`config.mk`:
```
export PLATFORM = sky130hd
export DESIGN_NAME = tlqb_ctrl
export DESIGN_NICKNAME = d
export VERILOG_FILES = /design/src/rtl/assert_macros.svh /design/src/rtl/tlqb_pkg.sv /design/src/rtl/tlqb_ctrl.sv
export SDC_FILE = /design/constraint.sdc
export NUM_CORES = 1
export LEC_CHECK = 0
export ABC_CLOCK_PERIOD_IN_PS = 1840
export BUFFER_PORTS_ARGS = -buffer_cell sky130_fd_sc_hd__buf_2
export CORE_MARGIN = 5
export CORE_UTILIZATION = 47
export DETAILED_ROUTE_END_ITERATION = 8
export GPL_ROUTABILITY_DRIVEN = 0
export PLACE_DENSITY = 0.76
export SLEW_MARGIN = 40
export SYNTH_ARGS = -nofsm -noshare
export SYNTH_HDL_FRONTEND = slang
export SYNTH_SLANG_ARGS = --single-unit
```
`constraint.sdc`:
```
create_clock -name clk_i -period 1.84 [get_ports clk_i]
set_input_delay 0.184 -clock clk_i [delete_from_list [all_inputs] [get_ports clk_i]]
set_output_delay 0.184 -clock clk_i [all_outputs]
set_load 0.03 [all_outputs]
```
`src/rtl/assert_macros.svh`:
```
// Assertion macros shared by the RTL.
// No dependencies; included by files that carry concurrent checks.
`ifndef ASSERT_MACROS_SVH
`define ASSERT_MACROS_SVH
`ifndef SYNTHESIS
`define TLQB_ASSERT(lbl, clk, rst_n, prop, msg) \
  lbl: assert property (@(posedge clk) disable iff (!rst_n) (prop)) else $error(msg);
`define TLQB_NEVER(lbl, clk, rst_n, cond, msg) \
  lbl: assert property (@(posedge clk) disable iff (!rst_n) !(cond)) else $error(msg);
`else
`define TLQB_ASSERT(lbl, clk, rst_n, prop, msg)
`define TLQB_NEVER(lbl, clk, rst_n, cond, msg)
`endif
`endif

```
`src/rtl/tlqb_pkg.sv`:
```
// Types, widths and helpers for the thick line quad builder.
// No dependencies.
package tlqb_pkg;

  localparam int MAX_LINES = 16384;
  localparam int LC_W      = $clog2(MAX_LINES);
  localparam int IN_W      = 16;
  localparam int CFG_W     = 13;
  localparam int CFG_IDX_W = 2;
  localparam int SC_W      = 29;  // scaled coordinate, Q.14
  localparam int AB_W      = 29;  // magnitude of a difference
  localparam int SQ_W      = 2 * AB_W;
  localparam int RT_W      = 60;  // root working width
  localparam int MAG_W     = 30;
  localparam int DV_W      = 36;  // divider working width
  localparam int Q_W       = 5;   // quotient, at most 16
  localparam int P_W       = 6;   // signed perpendicular
  localparam int BQ_W      = 20;  // rounded endpoint, Q.4
  localparam int OUT_W     = 19;
  localparam int IDX_W     = 16;
  localparam int CNT_W     = 3;
  localparam int DIV_STEPS = 5;
  localparam int ROOT_START = 58;

  localparam logic [CFG_IDX_W-1:0] REG_MAP_WIDTH  = CFG_IDX_W'(0);
  localparam logic [CFG_IDX_W-1:0] REG_MAP_HEIGHT = CFG_IDX_W'(1);
  localparam logic [CFG_W-1:0]     MAP_RESET      = CFG_W'(512);

  localparam logic KIND_VERTEX = 1'b0;
  localparam logic KIND_TRI    = 1'b1;

  typedef enum logic [2:0] {
    SLOT_V0, SLOT_V1, SLOT_V2, SLOT_V3, SLOT_T0, SLOT_T1
  } tlqb_slot_e;

  typedef enum logic [3:0] {
    ST_IDLE, ST_SCALE, ST_DIFF, ST_SQUARE, ST_ROOT_INIT, ST_ROOT,
    ST_DIV_INIT_X, ST_DIV_X, ST_DIV_INIT_Y, ST_DIV_Y, ST_EMIT
  } tlqb_state_e;

  typedef struct packed {
    logic       load;
    logic       scale;
    logic       diff;
    logic       square;
    logic       root_init;
    logic       root_step;
    logic       div_init;
    logic       div_sel_y;
    logic       div_step;
    logic       div_last;
    logic       clr_perp;
    tlqb_slot_e slot;
  } tlqb_cmd_t;

  typedef struct packed {
    logic root_last;
    logic mag_zero;
  } tlqb_sts_t;

  function automatic logic signed [OUT_W-1:0] sat_out(input logic signed [BQ_W:0] v);
    logic signed [BQ_W:0] hi;
    logic signed [BQ_W:0] lo;
    hi = (BQ_W+1)'((1 <<< (OUT_W-1)) - 1);
    lo = -(BQ_W+1)'(1 <<< (OUT_W-1));
    if (v > hi) begin
      return hi[OUT_W-1:0];
    end else if (v < lo) begin
      return lo[OUT_W-1:0];
    end
    return v[OUT_W-1:0];
  endfunction

endpackage

```
`src/rtl/tlqb_ctrl.sv`:
```
// Sequencer for the quad builder: walks scale, root, divide and emit phases.
// Depends on tlqb_pkg.
module tlqb_ctrl (
  input  logic                clk_i,
  input  logic                rst_ni,
  input  logic                in_valid_i,
  output logic                in_ready_o,
  output logic                out_valid_o,
  input  logic                out_ready_i,
  input  tlqb_pkg::tlqb_sts_t sts_i,
  output tlqb_pkg::tlqb_cmd_t cmd_o
);
  import tlqb_pkg::*;

  tlqb_state_e       state_q, state_d;
  logic [CNT_W-1:0]  cnt_q, cnt_d;

  always_ff @(posedge clk_i or negedge rst_ni) begin
    if (!rst_ni) begin
      state_q <= ST_IDLE;
      cnt_q   <= '0;
    end else begin
      state_q <= state_d;
      cnt_q   <= cnt_d;
    end
  end

  always_comb begin
    state_d     = state_q;
    cnt_d       = cnt_q;
    cmd_o       = '0;
    cmd_o.slot  = tlqb_slot_e'(cnt_q);
    in_ready_o  = 1'b0;
    out_valid_o = 1'b0;
    case (state_q)
      ST_IDLE: begin
        in_ready_o = 1'b1;
        if (in_valid_i) begin
          cmd_o.load = 1'b1;
          state_d    = ST_SCALE;
        end
      end
      ST_SCALE: begin
        cmd_o.scale = 1'b1;
        state_d     = ST_DIFF;
      end
      ST_DIFF: begin
        cmd_o.diff = 1'b1;
        state_d    = ST_SQUARE;
      end
      ST_SQUARE: begin
        cmd_o.square = 1'b1;
        state_d      = ST_ROOT_INIT;
      end
      ST_ROOT_INIT: begin
        cmd_o.root_init = 1'b1;
        state_d         = ST_ROOT;
      end
      ST_ROOT: begin
        cmd_o.root_step = 1'b1;
        if (sts_i.root_last) begin
          state_d = ST_DIV_INIT_X;
        end
      end
      ST_DIV_INIT_X: begin
        cnt_d = '0;
        if (sts_i.mag_zero) begin
          cmd_o.clr_perp = 1'b1;
          state_d        = ST_EMIT;
        end else begin
          cmd_o.div_init = 1'b1;
          state_d        = ST_DIV_X;
        end
      end
      ST_DIV_X, ST_DIV_Y: begin
        cmd_o.div_step  = 1'b1;
        cmd_o.div_sel_y = (state_q == ST_DIV_Y);
        if (cnt_q == CNT_W'(DIV_STEPS - 1)) begin
          cmd_o.div_last = 1'b1;
          cnt_d          = '0;
          state_d        = (state_q == ST_DIV_Y) ? ST_EMIT : ST_DIV_INIT_Y;
        end else begin
          cnt_d = cnt_q + 1'b1;
        end
      end
      ST_DIV_INIT_Y: begin
        cmd_o.div_init  = 1'b1;
        cmd_o.div_sel_y = 1'b1;
        state_d         = ST_DIV_Y;
      end
      ST_EMIT: begin
        out_valid_o = 1'b1;
        if (out_ready_i) begin
          if (tlqb_slot_e'(cnt_q) == SLOT_T1) begin
            cnt_d   = '0;
            state_d = ST_IDLE;
          end else begin
            cnt_d = cnt_q + 1'b1;
          end
        end
      end
      default: begin
        state_d = ST_IDLE;
        cnt_d   = '0;
      end
    endcase
  end

endmodule

```
==> flow_summary.yaml <==
route:
  wl_per_cell_microns: 12.7
  drc: 0
  avgViaCountPerCell: 5.45
  drt_iter0_drc: 7
  postRouteWirelength_microns: 1520
  ant_nets: 0
  first_pass_iters: 4
  num_vias: 649
cells_and_area:
  nets: 114
  nFillCells: 128
  multi_input_area_sq_um: 405
  final_util: 0.634
  stdcell_area_sq_um: 805
  syn_to_final_growth_pct: 32.0
  seq_area_sq_um: 176
  drive_gt1_frac: 0.394
  antennaDiodeCount: 0
grt:
  grt_pass1_vias: 577
  antenna_found_initial: 0
  grt_pass1_wl_microns: 2500
  overflow: 0
  groute.usage.overall: 0.164
  grt_start_max_net_pins: 12
clocking:
  numCtsBuffers: 3
  post-cts-setup-buffer-count: 0
  clockBufferDepth: 2
  root_buffer: "clkbuf_4"
  clkTransAtPathRegs_ps: 50
  cts_max_level: 1
  tritoncts: "done"
  clock-sinks: 7
  clkLatencyLatePin_ps: 240
logic_synthesis:
  ys_types: 34
  ys.flop_type: "dfrtp_1"
  async_reset_ff_frac: 1.00
  avgSynthCellArea_sq_um: 7.91
  synth-edff-count: 0
  syn_area_sq_um: 609
  yosys_warnings: 0
  ys_seq_elements: 7
  postSynthCellCount: 77
  syn_nets: 86
  seq_area_frac_synth: 0.287
critical_path:
  timing.rr.start: "cnt_q[0]$_DFFE_PN0P_"
  setup.worst_path.start_class: "flop"
  critPathRequiredTime_ps: 1660
  crit_start: "state_q[2]$_DFFE_PN0P_"
  cp.arrival_ps: 1560
  critPathMaxFanout: 6
  end_kind: "primary output"
  crit_type: "reg -> out"
timing:
  finalCritPeriodShare: 0.949
  fin_skew_ps: 0.548
  hold_ws_ps: 290
  setup_viol: 0
  maxSlewViolCount: 0
  worstMarginPinSlew_ps: 497
  max_slew_margin: 0.667
  fmax_mhz: 573
  layout_min_cycle_time_ps: 1750
  rsz0062_at_grt: "false"
  hold_violations: 0
floorplan:
  core_area_sq_um: 1270
  die-area_sq_um: 2120
  initial_core_util: 0.480
  chipWidth_microns: 46.0
  ioPinCount: 22
  fp-row-count: 13
  die_h_microns: 46.0
placed_design:
  io_buffer_count: 21
  placed_area_sq_um: 764
  dp_hpwl_microns: 1210
min_path:
  hp-class: "in -> async"
power:
  p_leak_nw: 0.411
  ir_drop_uv: 1110
  powerDensity_nw_per_um2: 1710
run_status:
  status: "completed"
run:
  cap_violations: 0
-- worst max-delay path, stage by stage (launching register included) --
cell and delay, ps:
dfrtp_1 420, or3b_4 420, a21oi_2 150, and3_1 170, buf_4 150
-- stage by stage --
stage	total power [mW]	instances	setup slack, ps	setup TNS (ps)
global route	1.49	119	23.8	0
floorplan	0.985	77	-53.5	-53.5
detailed placement	1.24	114	207	0
finish	1.38	119	93.3	0
global placement	1.23	114	287	0
CTS	1.38	119	40.3	0
-- registers in the layout, indices dropped and copies added, names as in the netlist --
name and cells:
cnt_q 3, state_q 4
-- final timing paths --
kind / to / slack, ps / cells past startpoint
worst max-delay path: cmd_o[4] / 90 / 4
worst min-delay path: cnt_q[0]$_DFFE_PN0P_ / 290 / 2
worst max register to register: cnt_q[2]$_DFFE_PN0P_ / 200 / 6
worst min register to register: cnt_q[0]$_DFFE_PN0P_ / 620 / 3
max in group asynchronous: state_q[0]$_DFFE_PN0P_ / 1380 / 2
min in group clk_i: state_q[0]$_DFFE_PN0P_ / 380 / 4
-- synthesized netlist by cell type (2+ instances only) --
library cell / n / area share
clkbuf_1: 3 / 0.018
dfrtp_1: 7 / 0.29
nand2_1: 6 / 0.037
o21ai_0: 5 / 0.041
nor3_1: 4 / 0.033
nor2_1: 7 / 0.043
or2_2: 2 / 0.021
a21boi_0: 2 / 0.025
o21ai_1: 2 / 0.016
inv_1: 6 / 0.037
and3_2: 2 / 0.025
a21oi_1: 6 / 0.049
a31oi_1: 2 / 0.021
ha_1: 3 / 0.062
-- what timing repair did --
item | 4_1_cts | 5_1_grt
hold buffers | 1 | 0
resized for setup | 0 | 3
hold endpoints to repair | 7 | 0
setup endpoints to repair | 0 | 2
-- logic make-up after synthesis --
logic type,synth area share
adder cells (fa/ha/maj),0.0616
AND/OR/NAND/NOR,0.290
flip-flops,0.287
multiplexers,0.0164
buffers and inverters,0.0739
AO/OA/AOI/OAI,0.271
-- placed cells by master (no fill, tap or decap) --
cell type / instances
a211oi_2: 1
a21bo_2: 1
a21boi_0: 2
a21o_1: 1
a21oi_1: 5
a21oi_2: 1
a31oi_1: 2
a32o_1: 1
a41o_1: 1
and2_1: 1
and3_1: 1
and3_2: 2
and4b_1: 1
and4bb_2: 1
buf_2: 20
buf_4: 6
clkbuf_1: 1
clkbuf_4: 3
dfrtp_1: 6
dfrtp_2: 1
dlygate4sd3_1: 1
ha_1: 3
inv_1: 6
mux2i_1: 1
nand2_1: 6
nand2b_1: 1
nand3_1: 1
nand3b_1: 1
nor2_1: 7
nor3_1: 4
nor4_2: 1
nor4b_2: 1
o211ai_1: 1
o21ai_0: 5
o21ai_1: 2
o22ai_1: 1
o311ai_1: 1
or2_2: 2
or3b_4: 1
-- metal layers --
layer / vias up / share of wire / wire length (microns) / GRT usage
met2: 11 / 0.48 / 720 / 0.245
met4: 0 / 0 / 0 / 0.0682
met1: 303 / 0.48 / 726 / 0.225
met3: 0 / 0.045 / 68 / 0.0356
met5: - / 0 / 0 / 0
li1: 335 / - / - / -
-- power breakdown --
group	switching (mW)	total [mW]	internal, mW
sequential	0.0669	0.277	0.210
combinational	0.601	0.966	0.365
clock	0.0535	0.136	0.0825
total	0.722	1.38	0.657
-- cell type report --
class | count | share of cell area
inverters | 6 | 0.0280
clock buffers | 4 | 0.0327
well taps | 15 | 0.0233
flip-flops and latches | 7 | 0.219
multi-input cells | 60 | 0.504
repair buffers | 27 | 0.193
Note: power is estimated with default switching activity, not from simulation.
